===== config.mk =====
export PLATFORM = sky130hd
export DESIGN_NAME = decimal_text_to_float_top_flat
export DESIGN_NICKNAME = d
export VERILOG_FILES = /design/src/hdl/dtf_pkg.sv /design/src/hdl/dtf_in_if.sv /design/src/hdl/dtf_out_if.sv /design/src/hdl/dtf_parse.sv /design/src/hdl/dtf_core.sv /design/src/hdl/decimal_text_to_float_top.sv /design/src/flat_wrapper.sv
export SDC_FILE = /design/constraint.sdc
export NUM_CORES = 2
export LEC_CHECK = 0
export BUFFER_PORTS_ARGS = -buffer_cell sky130_fd_sc_hd__buf_2
export CAP_MARGIN = 15
export CORE_UTILIZATION = 40
export DETAILED_ROUTE_END_ITERATION = 6
export PLACE_DENSITY = 0.54
export SLEW_MARGIN = 20
export SYNTH_ARGS = -nofsm -noshare
export SYNTH_HDL_FRONTEND = slang
export SYNTH_SLANG_ARGS = --single-unit
export TNS_END_PERCENT = 5

===== constraint.sdc =====
create_clock -name clk_i -period 9 [get_ports clk_i]
set_input_delay 1.35 -clock clk_i [delete_from_list [all_inputs] [get_ports clk_i]]
set_output_delay 1.35 -clock clk_i [all_outputs]
set_load 0.05 [all_outputs]

===== src/hdl/dtf_pkg.sv =====
// Shared types and constants for the decimal text to float converter.
`timescale 1ns / 1ps

package dtf_pkg;

  localparam int unsigned MaxCharsDef = 16;
  localparam int unsigned MaxFracDef  = 9;

  // Fraction digits stay below 10^9 and their scale reaches at most 10^9
  localparam int unsigned FracW = 30;
  localparam int unsigned ExpW  = 7;
  localparam int unsigned ExW   = 12;
  localparam int unsigned ManW  = 53;
  localparam int unsigned AccW  = 120;

  localparam logic [ExpW-1:0] ExpSat = 7'd64;

  localparam logic [ManW-1:0] ManOne = 53'd1 << 52;
  localparam logic [ManW-1:0] Man1e8 = 53'd100000000 << 26;
  localparam logic [ManW-1:0] Man10  = 53'd10 << 49;

  typedef struct packed {
    logic                  zero;
    logic                  sgn;
    logic signed [ExW-1:0] ex;
    logic [ManW-1:0]       man;
  } dbl_t;

  localparam dbl_t DblOne = '{zero: 1'b0, sgn: 1'b0, ex: 12'sd0, man: ManOne};
  localparam dbl_t Dbl1e8 = '{zero: 1'b0, sgn: 1'b0, ex: 12'sd26, man: Man1e8};
  localparam dbl_t Dbl10  = '{zero: 1'b0, sgn: 1'b0, ex: 12'sd3, man: Man10};

  typedef struct packed {
    logic             negative;
    logic [31:0]      int_digits;
    logic [FracW-1:0] frac_digits;
    logic [FracW-1:0] frac_scale;
    logic             exp_negative;
    logic [ExpW-1:0]  exp_value;
  } token_t;

endpackage


===== src/hdl/dtf_in_if.sv =====
// Character channel: one text character per word, last marks the token end.
`timescale 1ns / 1ps

interface dtf_in_if;
  logic       valid;
  logic       ready;
  logic [7:0] ch;
  logic       last;

  modport source (output valid, output ch, output last, input ready);
  modport sink (input valid, input ch, input last, output ready);
endinterface


===== src/hdl/dtf_out_if.sv =====
// Result channel: one single-precision bit pattern per word.
`timescale 1ns / 1ps

interface dtf_out_if;
  logic        valid;
  logic        ready;
  logic [31:0] float_bits;

  modport source (output valid, output float_bits, input ready);
  modport sink (input valid, input float_bits, output ready);
endinterface


===== src/hdl/dtf_parse.sv =====
// Token parser: folds each character into sign, digit and exponent fields.
`timescale 1ns / 1ps

module dtf_parse #(
  parameter int unsigned MAX_CHARS       = dtf_pkg::MaxCharsDef,
  parameter int unsigned MAX_FRAC_DIGITS = dtf_pkg::MaxFracDef
) (
  input  logic            clk_i,
  input  logic            rst_ni,
  input  logic            take_i,
  input  logic [7:0]      ch_i,
  input  logic            clear_i,
  output dtf_pkg::token_t tok_o
);
  import dtf_pkg::*;

  localparam int unsigned CntW = $clog2(MAX_CHARS);

  typedef enum logic [5:0] {
    PH_SIGN  = 6'b000001,
    PH_INT   = 6'b000010,
    PH_FRAC  = 6'b000100,
    PH_ESIGN = 6'b001000,
    PH_EXP   = 6'b010000,
    PH_DONE  = 6'b100000
  } phase_e;

  phase_e          phase_q, phase_d;
  token_t          tok_q, tok_d;
  logic [3:0]      fcnt_q, fcnt_d;
  logic [CntW-1:0] count_q, count_d;

  logic       is_dig, is_sign, is_minus, is_e, is_pt;
  logic [3:0] dig;
  logic [9:0] exp_nx;

  assign dig      = ch_i[3:0];
  assign is_dig   = (ch_i >= 8'h30) && (ch_i <= 8'h39);
  assign is_minus = (ch_i == 8'h2D);
  assign is_sign  = (ch_i == 8'h2B) || is_minus;
  assign is_e     = (ch_i == 8'h65) || (ch_i == 8'h45);
  assign is_pt    = (ch_i == 8'h2E);
  assign exp_nx   = {tok_q.exp_value, 3'b000} + {2'b00, tok_q.exp_value, 1'b0} + 10'(dig);

  always_comb begin
    logic hit;
    hit     = 1'b0;
    phase_d = phase_q;
    tok_d   = tok_q;
    fcnt_d  = fcnt_q;
    count_d = count_q;
    if (clear_i) begin
      phase_d = PH_SIGN;
      tok_d   = '{negative: 1'b0, int_digits: '0, frac_digits: '0,
                  frac_scale: FracW'(1), exp_negative: 1'b0, exp_value: '0};
      fcnt_d  = '0;
      count_d = '0;
    end else if (take_i && (count_q < CntW'(MAX_CHARS - 1))) begin
      count_d = count_q + CntW'(1);
      if (phase_q != PH_DONE) begin
        if (phase_d == PH_SIGN) begin
          phase_d = PH_INT;
          if (is_sign) begin
            tok_d.negative = is_minus;
            hit = 1'b1;
          end
        end
        if (!hit && phase_d == PH_INT) begin
          hit = 1'b1;
          if (is_dig) begin
            tok_d.int_digits = {tok_q.int_digits[28:0], 3'b000} +
                               {tok_q.int_digits[30:0], 1'b0} + 32'(dig);
          end else if (is_pt) begin
            phase_d = PH_FRAC;
          end else if (is_e) begin
            phase_d = PH_ESIGN;
          end else begin
            phase_d = PH_DONE;
          end
        end
        if (!hit && phase_d == PH_FRAC) begin
          hit = 1'b1;
          if (is_dig) begin
            // drop digits past the kept precision
            if (fcnt_q < 4'(MAX_FRAC_DIGITS)) begin
              tok_d.frac_digits = {tok_q.frac_digits[FracW-4:0], 3'b000} +
                                  {tok_q.frac_digits[FracW-2:0], 1'b0} + FracW'(dig);
              tok_d.frac_scale  = {tok_q.frac_scale[FracW-4:0], 3'b000} +
                                  {tok_q.frac_scale[FracW-2:0], 1'b0};
              fcnt_d = fcnt_q + 4'd1;
            end
          end else if (is_e) begin
            phase_d = PH_ESIGN;
          end else begin
            phase_d = PH_DONE;
          end
        end
        if (!hit && phase_d == PH_ESIGN) begin
          phase_d = PH_EXP;
          if (is_sign) begin
            tok_d.exp_negative = is_minus;
            hit = 1'b1;
          end
        end
        if (!hit && phase_d == PH_EXP) begin
          if (is_dig) begin
            tok_d.exp_value = (exp_nx > 10'(ExpSat)) ? ExpSat : exp_nx[ExpW-1:0];
          end else begin
            phase_d = PH_DONE;
          end
        end
      end
    end
  end

  always_ff @(posedge clk_i or negedge rst_ni) begin
    if (!rst_ni) begin
      phase_q <= PH_SIGN;
      tok_q   <= '{negative: 1'b0, int_digits: '0, frac_digits: '0,
                   frac_scale: FracW'(1), exp_negative: 1'b0, exp_value: '0};
      fcnt_q  <= '0;
      count_q <= '0;
    end else begin
      phase_q <= phase_d;
      tok_q   <= tok_d;
      fcnt_q  <= fcnt_d;
      count_q <= count_d;
    end
  end

  assign tok_o = tok_q;

endmodule


===== src/hdl/dtf_core.sv =====
// Sequencer and shared 120-bit datapath that forms the value and rounds it.
`timescale 1ns / 1ps

module dtf_core (
  input  logic            clk_i,
  input  logic            rst_ni,
  input  logic            start_i,
  input  dtf_pkg::token_t tok_i,
  input  logic            res_free_i,
  output logic            idle_o,
  output logic            clear_o,
  output logic            res_we_o,
  output logic [31:0]     res_o
);
  import dtf_pkg::*;

  typedef enum logic [15:0] {
    ST_IDLE  = 16'h0001,
    ST_CVF   = 16'h0002,
    ST_CVK   = 16'h0004,
    ST_DIVQ  = 16'h0008,
    ST_DIV   = 16'h0010,
    ST_NORM  = 16'h0020,
    ST_RND   = 16'h0040,
    ST_ADDLD = 16'h0080,
    ST_ALN   = 16'h0100,
    ST_SC0   = 16'h0200,
    ST_SC1   = 16'h0400,
    ST_SC2   = 16'h0800,
    ST_VAL   = 16'h1000,
    ST_MUL   = 16'h2000,
    ST_FL    = 16'h4000,
    ST_DEN   = 16'h8000
  } state_e;

  localparam logic signed [ExW-1:0] AddEx   = 12'sd36;
  localparam logic signed [ExW-1:0] IntEx   = 12'sd31;
  localparam logic signed [ExW-1:0] MulEx   = 12'sd15;
  localparam logic signed [ExW-1:0] FMinEx  = -12'sd126;
  localparam logic signed [ExW-1:0] FBias   = 12'sd127;
  localparam logic signed [ExW-1:0] FBiasP1 = 12'sd128;
  localparam logic signed [ExW-1:0] FExpMax = 12'sd255;

  state_e                state_q, state_d, ret_q, ret_d;
  logic [AccW-1:0]       acc_q, acc_d;
  logic signed [ExW-1:0] ex_q, ex_d;
  logic                  sgn_q, sgn_d, stk_q, stk_d;
  logic [ManW:0]         rem_q, rem_d;
  logic [ManW-1:0]       dvs_q, dvs_d;
  logic [6:0]            cnt_q, cnt_d;
  logic [3:0]            e8_q, e8_d;
  logic [2:0]            e1_q, e1_d;
  dbl_t                  r_q, r_d, fd_q, fd_d, sd_q, sd_d, vd_q, vd_d;

  // integer part as sign and magnitude
  logic        a_neg;
  logic [31:0] a_mag;
  assign a_neg = tok_i.int_digits[31];
  assign a_mag = a_neg ? (~tok_i.int_digits + 32'd1) : tok_i.int_digits;

  // round to double
  logic [ManW-1:0] dr_m;
  logic            dr_up;
  logic [ManW:0]   dr_sum;
  assign dr_m   = acc_q[AccW-1 -: ManW];
  assign dr_up  = acc_q[AccW-1-ManW] & ((|acc_q[AccW-2-ManW:0]) | dr_m[0]);
  assign dr_sum = {1'b0, dr_m} + (ManW+1)'(dr_up);

  // divide step
  logic          dv_ge;
  logic [ManW:0] dv_rn;
  assign dv_ge = rem_q >= {1'b0, dvs_q};
  assign dv_rn = dv_ge ? (rem_q - {1'b0, dvs_q}) : rem_q;

  // round to single
  logic [23:0]           fr_m;
  logic                  fr_up;
  logic [24:0]           fr_sum;
  logic signed [ExW-1:0] fr_bexp;
  logic [22:0]           fr_frac;
  logic [31:0]           fr_bits;
  assign fr_m   = acc_q[AccW-1 -: 24];
  assign fr_up  = acc_q[AccW-25] & ((|acc_q[AccW-26:0]) | stk_q | fr_m[0]);
  assign fr_sum = {1'b0, fr_m} + 25'(fr_up);

  always_comb begin
    if (fr_sum[24]) begin
      fr_bexp = ex_q + FBiasP1;
      fr_frac = fr_sum[23:1];
    end else if (fr_sum[23]) begin
      fr_bexp = ex_q + FBias;
      fr_frac = fr_sum[22:0];
    end else begin
      fr_bexp = '0;
      fr_frac = fr_sum[22:0];
    end
    if (r_q.zero) begin
      fr_bits = {sgn_q, 31'd0};
    end else if (fr_bexp >= FExpMax) begin
      fr_bits = {sgn_q, 8'hFF, 23'd0};
    end else begin
      fr_bits = {sgn_q, fr_bexp[7:0], fr_frac};
    end
  end

  always_comb begin
    state_d  = state_q;
    ret_d    = ret_q;
    acc_d    = acc_q;
    ex_d     = ex_q;
    sgn_d    = sgn_q;
    stk_d    = stk_q;
    rem_d    = rem_q;
    dvs_d    = dvs_q;
    cnt_d    = cnt_q;
    e8_d     = e8_q;
    e1_d     = e1_q;
    r_d      = r_q;
    fd_d     = fd_q;
    sd_d     = sd_q;
    vd_d     = vd_q;
    clear_o  = 1'b0;
    res_we_o = 1'b0;
    case (state_q)
      ST_IDLE: begin
        if (start_i) begin
          state_d = ST_CVF;
        end
      end
      ST_CVF: begin
        if (tok_i.frac_digits == '0) begin
          r_d.zero = 1'b1;
          r_d.sgn  = 1'b0;
          state_d  = ST_ADDLD;
        end else begin
          acc_d   = {2'b00, tok_i.frac_digits, 88'd0};
          ex_d    = IntEx;
          sgn_d   = 1'b0;
          ret_d   = ST_CVK;
          state_d = ST_NORM;
        end
      end
      ST_CVK: begin
        fd_d    = r_q;
        acc_d   = {2'b00, tok_i.frac_scale, 88'd0};
        ex_d    = IntEx;
        sgn_d   = 1'b0;
        ret_d   = ST_DIVQ;
        state_d = ST_NORM;
      end
      ST_DIVQ: begin
        rem_d   = {1'b0, fd_q.man};
        dvs_d   = r_q.man;
        ex_d    = fd_q.ex - r_q.ex;
        sgn_d   = 1'b0;
        acc_d   = '0;
        cnt_d   = '0;
        ret_d   = ST_ADDLD;
        state_d = ST_DIV;
      end
      ST_DIV: begin
        rem_d = {dv_rn[ManW-1:0], 1'b0};
        cnt_d = cnt_q + 7'd1;
        // fold the remainder into the last quotient bit as sticky
        if (cnt_q == 7'(AccW - 1)) begin
          acc_d   = {acc_q[AccW-2:0], dv_ge | (dv_rn != '0)};
          state_d = ST_NORM;
        end else begin
          acc_d = {acc_q[AccW-2:0], dv_ge};
        end
      end
      ST_MUL: begin
        acc_d = {acc_q[AccW-2:0], 1'b0} +
                (rem_q[ManW-1] ? {{(AccW-ManW){1'b0}}, dvs_q} : '0);
        rem_d = {rem_q[ManW-1:0], 1'b0};
        cnt_d = cnt_q + 7'd1;
        if (cnt_q == 7'(ManW - 1)) begin
          state_d = ST_NORM;
        end
      end
      ST_NORM: begin
        if (acc_q == '0) begin
          r_d.zero = 1'b1;
          r_d.sgn  = sgn_q;
          state_d  = ret_q;
        end else if (!acc_q[AccW-1]) begin
          acc_d = {acc_q[AccW-2:0], 1'b0};
          ex_d  = ex_q - 12'sd1;
        end else begin
          state_d = ST_RND;
        end
      end
      ST_RND: begin
        r_d.zero = 1'b0;
        r_d.sgn  = sgn_q;
        if (dr_sum[ManW]) begin
          r_d.man = dr_sum[ManW:1];
          r_d.ex  = ex_q + 12'sd1;
        end else begin
          r_d.man = dr_sum[ManW-1:0];
          r_d.ex  = ex_q;
        end
        state_d = ret_q;
      end
      ST_ADDLD: begin
        if (r_q.zero) begin
          acc_d = '0;
          ex_d  = AddEx;
        end else begin
          acc_d = {r_q.man, {(AccW-ManW){1'b0}}};
          ex_d  = r_q.ex;
        end
        state_d = ST_ALN;
      end
      ST_ALN: begin
        // align the fraction to the fixed point of the integer part
        if (ex_q < AddEx) begin
          acc_d = {1'b0, acc_q[AccW-1:1]};
          ex_d  = ex_q + 12'sd1;
        end else begin
          acc_d   = a_neg ? ({5'd0, a_mag, 83'd0} - acc_q) : ({5'd0, a_mag, 83'd0} + acc_q);
          sgn_d   = a_neg;
          ret_d   = ST_SC0;
          state_d = ST_NORM;
        end
      end
      ST_SC0: begin
        vd_d    = r_q;
        sd_d    = DblOne;
        e8_d    = 4'(tok_i.exp_value >> 3);
        e1_d    = tok_i.exp_value[2:0];
        state_d = ST_SC1;
      end
      ST_SC1: begin
        if (e8_q != '0 || e1_q != '0) begin
          acc_d   = '0;
          cnt_d   = '0;
          dvs_d   = sd_q.man;
          sgn_d   = 1'b0;
          ret_d   = ST_SC2;
          state_d = ST_MUL;
          if (e8_q != '0) begin
            rem_d = {1'b0, Dbl1e8.man};
            ex_d  = sd_q.ex + Dbl1e8.ex + MulEx;
            e8_d  = e8_q - 4'd1;
          end else begin
            rem_d = {1'b0, Dbl10.man};
            ex_d  = sd_q.ex + Dbl10.ex + MulEx;
            e1_d  = e1_q - 3'd1;
          end
        end else begin
          state_d = ST_VAL;
        end
      end
      ST_SC2: begin
        sd_d    = r_q;
        state_d = ST_SC1;
      end
      ST_VAL: begin
        acc_d = '0;
        cnt_d = '0;
        sgn_d = vd_q.sgn;
        ret_d = ST_FL;
        if (vd_q.zero) begin
          r_d     = vd_q;
          state_d = ST_FL;
        end else if (tok_i.exp_negative) begin
          rem_d   = {1'b0, vd_q.man};
          dvs_d   = sd_q.man;
          ex_d    = vd_q.ex - sd_q.ex;
          state_d = ST_DIV;
        end else begin
          rem_d   = {1'b0, sd_q.man};
          dvs_d   = vd_q.man;
          ex_d    = vd_q.ex + sd_q.ex + MulEx;
          state_d = ST_MUL;
        end
      end
      ST_FL: begin
        acc_d   = {r_q.man, {(AccW-ManW){1'b0}}};
        ex_d    = r_q.ex;
        sgn_d   = r_q.sgn ^ tok_i.negative;
        stk_d   = 1'b0;
        state_d = ST_DEN;
      end
      ST_DEN: begin
        // shift down into the subnormal range, keep lost bits as sticky
        if (!r_q.zero && (ex_q < FMinEx)) begin
          acc_d = {1'b0, acc_q[AccW-1:1]};
          stk_d = stk_q | acc_q[0];
          ex_d  = ex_q + 12'sd1;
        end else if (res_free_i) begin
          res_we_o = 1'b1;
          clear_o  = 1'b1;
          state_d  = ST_IDLE;
        end
      end
      default: begin
        state_d = ST_IDLE;
      end
    endcase
  end

  always_ff @(posedge clk_i or negedge rst_ni) begin
    if (!rst_ni) begin
      state_q <= ST_IDLE;
      ret_q   <= ST_IDLE;
      cnt_q   <= '0;
      e8_q    <= '0;
      e1_q    <= '0;
    end else begin
      state_q <= state_d;
      ret_q   <= ret_d;
      cnt_q   <= cnt_d;
      e8_q    <= e8_d;
      e1_q    <= e1_d;
    end
  end

  always_ff @(posedge clk_i) begin
    acc_q <= acc_d;
    ex_q  <= ex_d;
    sgn_q <= sgn_d;
    stk_q <= stk_d;
    rem_q <= rem_d;
    dvs_q <= dvs_d;
    r_q   <= r_d;
    fd_q  <= fd_d;
    sd_q  <= sd_d;
    vd_q  <= vd_d;
  end

  assign idle_o = (state_q == ST_IDLE);
  assign res_o  = fr_bits;

  a_start_idle: assert property (@(posedge clk_i) disable iff (!rst_ni)
    start_i |-> state_q == ST_IDLE)
    else $error("token end taken while busy");

  a_res_free: assert property (@(posedge clk_i) disable iff (!rst_ni)
    res_we_o |-> res_free_i)
    else $error("result written over a pending word");

  a_rnd_norm: assert property (@(posedge clk_i) disable iff (!rst_ni)
    state_q == ST_RND |-> acc_q[AccW-1])
    else $error("rounding an unnormalized accumulator");

  a_div_rem: assert property (@(posedge clk_i) disable iff (!rst_ni)
    state_q == ST_DIV |-> rem_q < {dvs_q, 1'b0})
    else $error("partial remainder out of range");

  a_back_idle: assert property (@(posedge clk_i) disable iff (!rst_ni)
    res_we_o |=> state_q == ST_IDLE)
    else $error("sequencer did not return to idle");

endmodule


===== src/hdl/decimal_text_to_float_top.sv =====
// Top level of the decimal text to single-precision float converter.
//
//  channel  dir  payload                 word
//  in_i     in   ch[7:0], last           one character of a number token
//  out_o    out  float_bits[31:0]        one result per token (on last)
//
// A character without the last mark is taken whenever the converter is idle. The last
// character starts the value computation on one shared 120-bit add/shift datapath: the
// 120-step fraction divide, one 53-step multiply per power-of-ten block (up to 14), the
// final multiply or divide and the normalize/denormal shift loops set the time taken per
// token. in_i.ready is low during that time. A finished word waits in the output register
// while the next token's characters are taken. Reset clears control state and the parser's
// token fields; the core datapath and the output word are not reset, and there is no
// memory to sweep.
`timescale 1ns / 1ps

module decimal_text_to_float_top #(
  parameter int unsigned MAX_CHARS       = dtf_pkg::MaxCharsDef,
  parameter int unsigned MAX_FRAC_DIGITS = dtf_pkg::MaxFracDef
) (
  input  logic      clk_i,
  input  logic      rst_ni,
  dtf_in_if.sink    in_i,
  dtf_out_if.source out_o
);
  import dtf_pkg::*;

  token_t      tok;
  logic        idle, take, start, clear, res_we, res_free;
  logic [31:0] res;
  logic        out_valid_q;
  logic [31:0] out_bits_q;

  assign in_i.ready = idle;
  assign take       = in_i.valid && in_i.ready;
  assign start      = take && in_i.last;
  assign res_free   = !out_valid_q || out_o.ready;

  dtf_parse #(
    .MAX_CHARS       (MAX_CHARS),
    .MAX_FRAC_DIGITS (MAX_FRAC_DIGITS)
  ) u_parse (
    .clk_i   (clk_i),
    .rst_ni  (rst_ni),
    .take_i  (take),
    .ch_i    (in_i.ch),
    .clear_i (clear),
    .tok_o   (tok)
  );

  dtf_core u_core (
    .clk_i      (clk_i),
    .rst_ni     (rst_ni),
    .start_i    (start),
    .tok_i      (tok),
    .res_free_i (res_free),
    .idle_o     (idle),
    .clear_o    (clear),
    .res_we_o   (res_we),
    .res_o      (res)
  );

  always_ff @(posedge clk_i or negedge rst_ni) begin
    if (!rst_ni) begin
      out_valid_q <= 1'b0;
    end else if (res_we) begin
      out_valid_q <= 1'b1;
    end else if (out_o.ready) begin
      out_valid_q <= 1'b0;
    end
  end

  always_ff @(posedge clk_i) begin
    if (res_we) begin
      out_bits_q <= res;
    end
  end

  assign out_o.valid      = out_valid_q;
  assign out_o.float_bits = out_bits_q;

endmodule

===== src/flat_wrapper.sv =====
// flat-port wrapper written by rule: the top's interface ports become plain ports
module decimal_text_to_float_top_flat import dtf_pkg::*;
#(
  parameter int unsigned MAX_CHARS       = dtf_pkg::MaxCharsDef,
  parameter int unsigned MAX_FRAC_DIGITS = dtf_pkg::MaxFracDef
)
  (clk_i, rst_ni, in_i_valid, in_i_ch, in_i_last, in_i_ready, out_o_valid, out_o_float_bits, out_o_ready);
  dtf_in_if in_i_i ();
  dtf_out_if out_o_i ();
  input  logic clk_i;
  input  logic rst_ni;
  input wire logic [$bits(in_i_i.valid)-1:0] in_i_valid;
  input wire logic [$bits(in_i_i.ch)-1:0] in_i_ch;
  input wire logic [$bits(in_i_i.last)-1:0] in_i_last;
  output wire logic [$bits(in_i_i.ready)-1:0] in_i_ready;
  output wire logic [$bits(out_o_i.valid)-1:0] out_o_valid;
  output wire logic [$bits(out_o_i.float_bits)-1:0] out_o_float_bits;
  input wire logic [$bits(out_o_i.ready)-1:0] out_o_ready;
  assign in_i_i.valid = in_i_valid;
  assign in_i_i.ch = in_i_ch;
  assign in_i_i.last = in_i_last;
  assign in_i_ready = in_i_i.ready;
  assign out_o_valid = out_o_i.valid;
  assign out_o_float_bits = out_o_i.float_bits;
  assign out_o_i.ready = out_o_ready;
  decimal_text_to_float_top #(.MAX_CHARS(MAX_CHARS), .MAX_FRAC_DIGITS(MAX_FRAC_DIGITS)) u_core (.clk_i(clk_i), .rst_ni(rst_ni), .in_i(in_i_i), .out_o(out_o_i));
endmodule

After elaboration in Yosys (flattened, before gate mapping)
Index checks and enable logic that the tools add are counted.
{"block": "totals", "input_bits": 13, "ff_bits": 699, "output_inout_bits": 34, "wordCells": 353}
{"block": "classes", "addsub": 31, "bitwise_logic": 9, "eq_ne": 48, "order_cmp": 9, "n_mux": 145, "n_reduce_logical": 74}
{"op": "120-bit case mux with 11 select lines", "n": 1}
{"op": "120-bit two-way mux", "n": 8}
{"op": "101-bit two-way mux", "n": 3}
{"op": "54-bit case mux with 5 select lines", "n": 1}
{"op": "53-bit two-way mux", "n": 5}
{"op": "65-bit case mux with 2 select lines", "n": 2}
{"op": "16-bit case mux with 15 select lines", "n": 1}
{"op": "60-bit two-way mux", "n": 3}
{"op": "16-bit two-way mux", "n": 11}
{"op": "54-bit two-way mux", "n": 3}
{"op": "53-bit case mux with 3 select lines", "n": 1}
{"op": "6-bit two-way mux", "n": 25}
{"op": "12-bit two-way mux", "n": 12}
{"op": "115-bit by 120-bit adder with 120-bit output", "n": 1}
{"op": "120-bit by 53-bit adder with 120-bit output", "n": 1}
{"op": "120-bit zero test", "n": 1}
{"op": "12-bit case mux with 10 select lines", "n": 1}
{"op": "115-bit by 120-bit subtractor with 120-bit output", "n": 1}
{"op": "32-bit two-way mux", "n": 3}
{"op": "16-bit case mux with 6 select lines", "n": 1}
{"op": "95-bit OR reduction", "n": 1}
{"op": "67-bit two-way mux", "n": 1}
{"op": "66-bit OR reduction", "n": 1}
{"op": "65-bit two-way mux", "n": 1}
{"op": "101 further kinds", "n": 227}

Logic depth before layout (Yosys ltp)
{"block": "depth", "depth_word": 31, "ltp_mapped": 22, "ltp_nobuf": 22}

By module
A second synthesis with hierarchy kept.
{"block": "hier_totals", "hier_cells": 6057, "hier_area_um2": 54317.1}
{"mod": "dtf_core", "seq_area_each_um2": 16092.9, "n_inst": 1, "area_each_um2": 43621.8, "cells_per_inst": 4924}
{"mod": "dtf_parse", "seq_area_each_um2": 2880.3, "n_inst": 1, "area_each_um2": 9674.3, "cells_per_inst": 1096}
{"mod": "decimal_text_to_float_top", "seq_area_each_um2": 985.9, "n_inst": 1, "area_each_um2": 1021.0, "cells_per_inst": 37}

Least setup slack after synthesis
OpenSTA, ideal clock, no wires.
{"block": "synth_timing", "path_type": "reg-to-reg", "start": "reg u_core.u_core.state_q[12]", "end": "reg u_core.u_core.acc_q[0] (enable)", "path_stages_with_launch": 12, "required_ps": 8466, "arrival_ps": 7254, "slack_ps": 1212, "n_path_buf": 1, "cell_sequence": "dfrtp_1 clkbuf_1 nor4_1 nand3_1 or3_1 nor3b_1 or3_1 nor4_1 and3_1 a21oi_1 and2_1 nor2b_1"}
{"block": "synth_via", "elab_chain_cells": 4, "elab_cells_between_ends": 20, "classes_between": "17 x eq/ne; 3 x reduce/logical"}
{"element": "from (decl)", "line": "dtf_core.sv:44", "rtl": "state_e state_q, state_d, ret_q, ret_d;"}
{"element": "from (signal assigned)", "line": "dtf_core.sv:312", "rtl": "state_q <= state_d;"}
{"element": "16-bit by 13-bit equality test with 1-bit output or 16-bit by 4-bit equality test with 1-bit output (tied branches)", "line": "dtf_core.sv:124", "rtl": "case (state_q)"}
{"element": "2-bit OR reduction (no line)"}
{"element": "11-bit nonzero test (no line)"}
{"element": "6-bit AND reduction (no line) *"}
{"element": "to (signal assigned)", "line": "dtf_core.sv:321", "rtl": "acc_q <= acc_d;"}
{"element": "to (decl)", "line": "dtf_core.sv:45", "rtl": "logic [AccW-1:0] acc_q, acc_d;"}
Mark *: on every way between the ends. The rest lies on a longest branch, timed or not.
A chain may end at the register's enable or synchronous reset.

Final worst setup path
{"block": "layout_timing", "start": "reg u_core.u_parse.tok_q (netlist bit u_core.u_parse.tok_o[68])", "end": "reg u_core.u_core.acc_q[117], data pin"}
{"block": "layout_via", "elab_chain_cells": 7, "elab_cells_between_ends": 8, "classes_between": "3 x add/sub; 4 x mux; 1 x bitwise"}
{"element": "from (decl)", "line": "dtf_parse.sv:29", "rtl": "token_t tok_q, tok_d;"}
{"element": "from (signal assigned)", "line": "dtf_parse.sv:119", "rtl": "tok_q <= '{negative: 1'b0, int_digits: '0, frac_digits: '0,"}
{"element": "from (signal assigned)", "line": "dtf_parse.sv:125", "rtl": "tok_q <= tok_d;"}
{"element": "32-bit NOT", "line": "dtf_core.sv:59", "rtl": "assign a_mag = a_neg ? (~tok_i.int_digits + 32'd1) : tok_i.int_digits;"}
{"element": "32-bit by 1-bit adder with 32-bit output", "line": "dtf_core.sv:59"}
{"element": "32-bit two-way mux *", "line": "dtf_core.sv:59"}
{"element": "115-bit by 120-bit adder with 120-bit output or 115-bit by 120-bit subtractor with 120-bit output (tied branches)", "line": "dtf_core.sv:221", "rtl": "acc_d = a_neg ? ({5'd0, a_mag, 83'd0} - acc_q) : ({5'd0, a_mag, 83'd0} + acc_q);"}
{"element": "120-bit two-way mux *", "line": "dtf_core.sv:221"}
{"element": "120-bit two-way mux *", "line": "dtf_core.sv:217", "rtl": "if (ex_q < AddEx) begin"}
{"element": "120-bit case mux with 11 select lines *", "line": "dtf_core.sv:124"}
{"element": "net u_core.u_core.acc_d[117]", "line": "dtf_core.sv:45"}
Mark *: on every way through the listed nets, which the timed path passes. The rest lies on a longest branch.

==> results.json <==
{
  "status": "finished, violations left",
  "violated_checks": "design-rule violations",
  "most_frequent_cells_in_the_layout": "nand2_1, edfxtp_1, nor2_1",
  "max_cap_violations": 0,
  "synth_top_cell_by_area": "edfxtp_1",
  "final.setup.tns_ps": 0,
  "startpoint_kind_of_the_worst_setup_timing_path": "flop",
  "cts.htree.levels": 3,
  "firstDrtPassIters": 7,
  "post_synth_edffs": 537,
  "required_ps": 9460,
  "total_wirelength_mm": 203,
  "final.period_utilization_pct": 67.7,
  "design.final.nets": 6273,
  "rsz_0062_raised_after_global_routing": "no",
  "grt_antenna_before_repair": 6,
  "die-height_um": 369,
  "route.vias.total": 47915,
  "design.portCount": 47,
  "power_mw": 10.1,
  "clock_insertion_delay_worst_skew_ps": 710,
  "finalHoldViolCount": 0,
  "hpwl_after_detailed_placement_mm": 151,
  "synthArstFlopShare_pct": 22.2,
  "drtIter0Drc": 6139,
  "initial_core_util_pct": 40.3,
  "p_per_area_nw_per_um2": 172,
  "synth_largest_type_area_fraction_pct": 30.0,
  "area.growth.synth_to_final_pct": 8.33,
  "netlist_top_cells_area": "edfxtp_1, ha_1, dfrtp_1",
  "reg2reg_slack_ps": 2910,
  "mappedNetlistArea_um2": 53800,
  "max-vdd-ir-drop_v": 0.000145,
  "ctsResizeCount": 0,
  "placementRows": 134,
  "final_common_cell": "nand2_1",
  "synth_seq_cells": 690,
  "synthesis.area_per_instance_um2": 8.93,
  "design.core.area_um2": 133000,
  "clk_pin_slew_ps": 60,
  "first_pass_grt_wire_length_mm": 300,
  "die_area_um2": 136000,
  "portBuffers": 46,
  "netlist_instances": 6028,
  "total_leakage_power_nw": 22.5,
  "cts_sinks": 690,
  "yosys.cell_types.count": 95,
  "cts_tree": "built",
  "share_of_post_route_cells_with_drive_strength_above_1_pct": 6.30,
  "holdBufCountCts": 0,
  "floorplan.die.width_um": 369,
  "n_antenna_cell": 0,
  "setup_viol_count_final": 0,
  "share_of_the_yosys_chip_area_belonging_to_registers_pct": 37.1,
  "globalRouteOverflowTotal": 0,
  "report.final.slew_viol_count": 0,
  "cts.root.buffer_cell": "clkbuf_16",
  "worstSetupPathType": "flop to flop",
  "timing.final.crit_period_ps": 6090,
  "setup.worst_path.end_class": "flop",
  "yosysWarningCount": 0,
  "worst_slew_pin_slew_ps": 1190,
  "critical_path.max_fanout": 8,
  "slew_headroom_pct": 20.4,
  "finalWeightedCongestion": 0.960,
  "grt_util_all_layers_pct": 29.0,
  "holdCritPathClass": "flop to flop",
  "cts_inserted_buffers": 84,
  "postCtsSetupRepairBufs": 0,
  "ant_nets": 0,
  "route.detailed.drc": 10,
  "route.detailed.vias_per_inst": 6.22,
  "achievable-frequency_mhz": 164,
  "syn-num-nets": 6437,
  "avgRoutedWirePerCell_um": 26.4,
  "clock-skew-final_ps": 35.7,
  "ys.flop_type": "edfxtp_1",
  "max-clock-path-buffers": 3,
  "number_of_global_route_vias_before_repair": 44872,
  "critical_path_arrival_ps": 6550,
  "grt_max_degree": 84
}
==> logic make-up (layout without fill, tap and decap cells) <==
group / after synthesis / after routing / share of synthesized area, %
fa+ha+maj: 396 / 396 / 9.38
mux: 74 / 74 / 1.46
compound gates: 1725 / 1725 / 21.1
xor+xnor: 499 / 499 / 8.12
flops: 690 / 690 / 37.1
buf+inv: 616 / 520 / 4.33
simple gates: 2028 / 2028 / 18.5
==> layout make-up <==
class / instances / area (um^2)
Fill cell: 13258 / 75100
Multi-Input combinational cell: 4722 / 31700
Sequential cell: 690 / 20000
Clock buffer: 105 / 2250
Tap cell: 1768 / 2210
Inverter: 255 / 957
Timing Repair Buffer: 111 / 752
Clock inverter: 49 / 495
==> worst max-delay path, cell delays in order, from the launching register on <==
cell and delay, ps:
dfrtp_1 450, inv_1 130, nand2_1 70, or4_1 430, or2_2 320, nand2b_1 190, or2_2 370, o31ai_1 280
xnor2_1 140, ha_1 470, inv_1 220, nand4_1 140, a21oi_1 40, or2_2 270, a211oi_1 610, o211ai_1 240
a311o_1 440, a31oi_1 220, and3b_1 210, or3_1 340, a31oi_1 180, a21oi_1 90
==> where the power goes <==
| part | leakage (nW) | switching [mW] | internal (mW) |
|---|---|---|---|
| Sequential | 6.87 | 0.576 | 3.76 |
| Combinational | 14.3 | 1.47 | 0.802 |
| Clock | 1.34 | 1.53 | 1.92 |
==> cell usage after synthesis (all sizes together), types with 130 or more instances <==
library cell / count
nand3: 221
and2: 139
a21oi: 440
dfrtp: 149
o21ai: 424
inv: 255
clkbuf: 313
a222oi: 130
xor2: 162
edfxtp: 537
ha: 383
nor2: 456
xnor2: 337
nand2: 572
==> worst paths after layout <==
kind,endpoint,depth (start not counted),startpoint
min in group asynchronous,u_core.u_parse.tok_o[74],1,rst_ni
worst min-delay path,u_core.u_core.ret_q[3],1,u_core.u_core.ret_q[3]
worst max-delay path,u_core.u_core.acc_q[117],21,u_core.u_parse.tok_o[68]
worst min register to register,u_core.u_core.ret_q[3],1,u_core.u_core.ret_q[3]
worst max register to register,u_core.u_core.acc_q[117],21,u_core.u_parse.tok_o[68]
max in group asynchronous,u_core.u_core.state_q[9],3,rst_ni
==> sequential cells by signal, summed over array words and instances (netlist names), 3 cells and up <==
name and flops:
u_core.u_core.acc_q 120, u_core.u_parse.tok_o 101, u_core.u_core.r_q 67, u_core.u_core.vd_q 67
u_core.u_core.fd_q 65, u_core.u_core.sd_q 65, u_core.u_core.rem_q 54, u_core.u_core.dvs_q 53
u_core.out_o.float_bits 32, u_core.u_core.state_q 16, u_core.u_core.ex_q 12, u_core.u_core.cnt_q 7
u_core.u_core.ret_q 7, u_core.u_parse.phase_q 6, u_core.u_core.e8_q 4, u_core.u_parse.count_q 4
u_core.u_parse.fcnt_q 4, u_core.u_core.e1_q 3
==> through the flow <==
stage	hold WS, ps	setup slack, ps	cell area (um^2)	utilization (%)	instances
floorplan	426	1210	53800	-	6028
CTS	471	2910	58300	43.7	7700
global route	487	2450	58300	43.7	7700
finish	471	2910	58300	43.7	7700
global placement	454	2910	55500	41.6	7544
detailed placement	458	2910	55600	41.6	7546
==> per-layer routing <==
layer	part of all wire [%]	vias to the layer above	GRT usage, %
met5	0.010	-	0
met4	4.0	4	11.6
met3	7.9	331	4.17
met2	44	2028	43.9
met1	44	23389	41.4
li1	-	22163	-
Note: power is estimated with default switching activity, not from simulation.
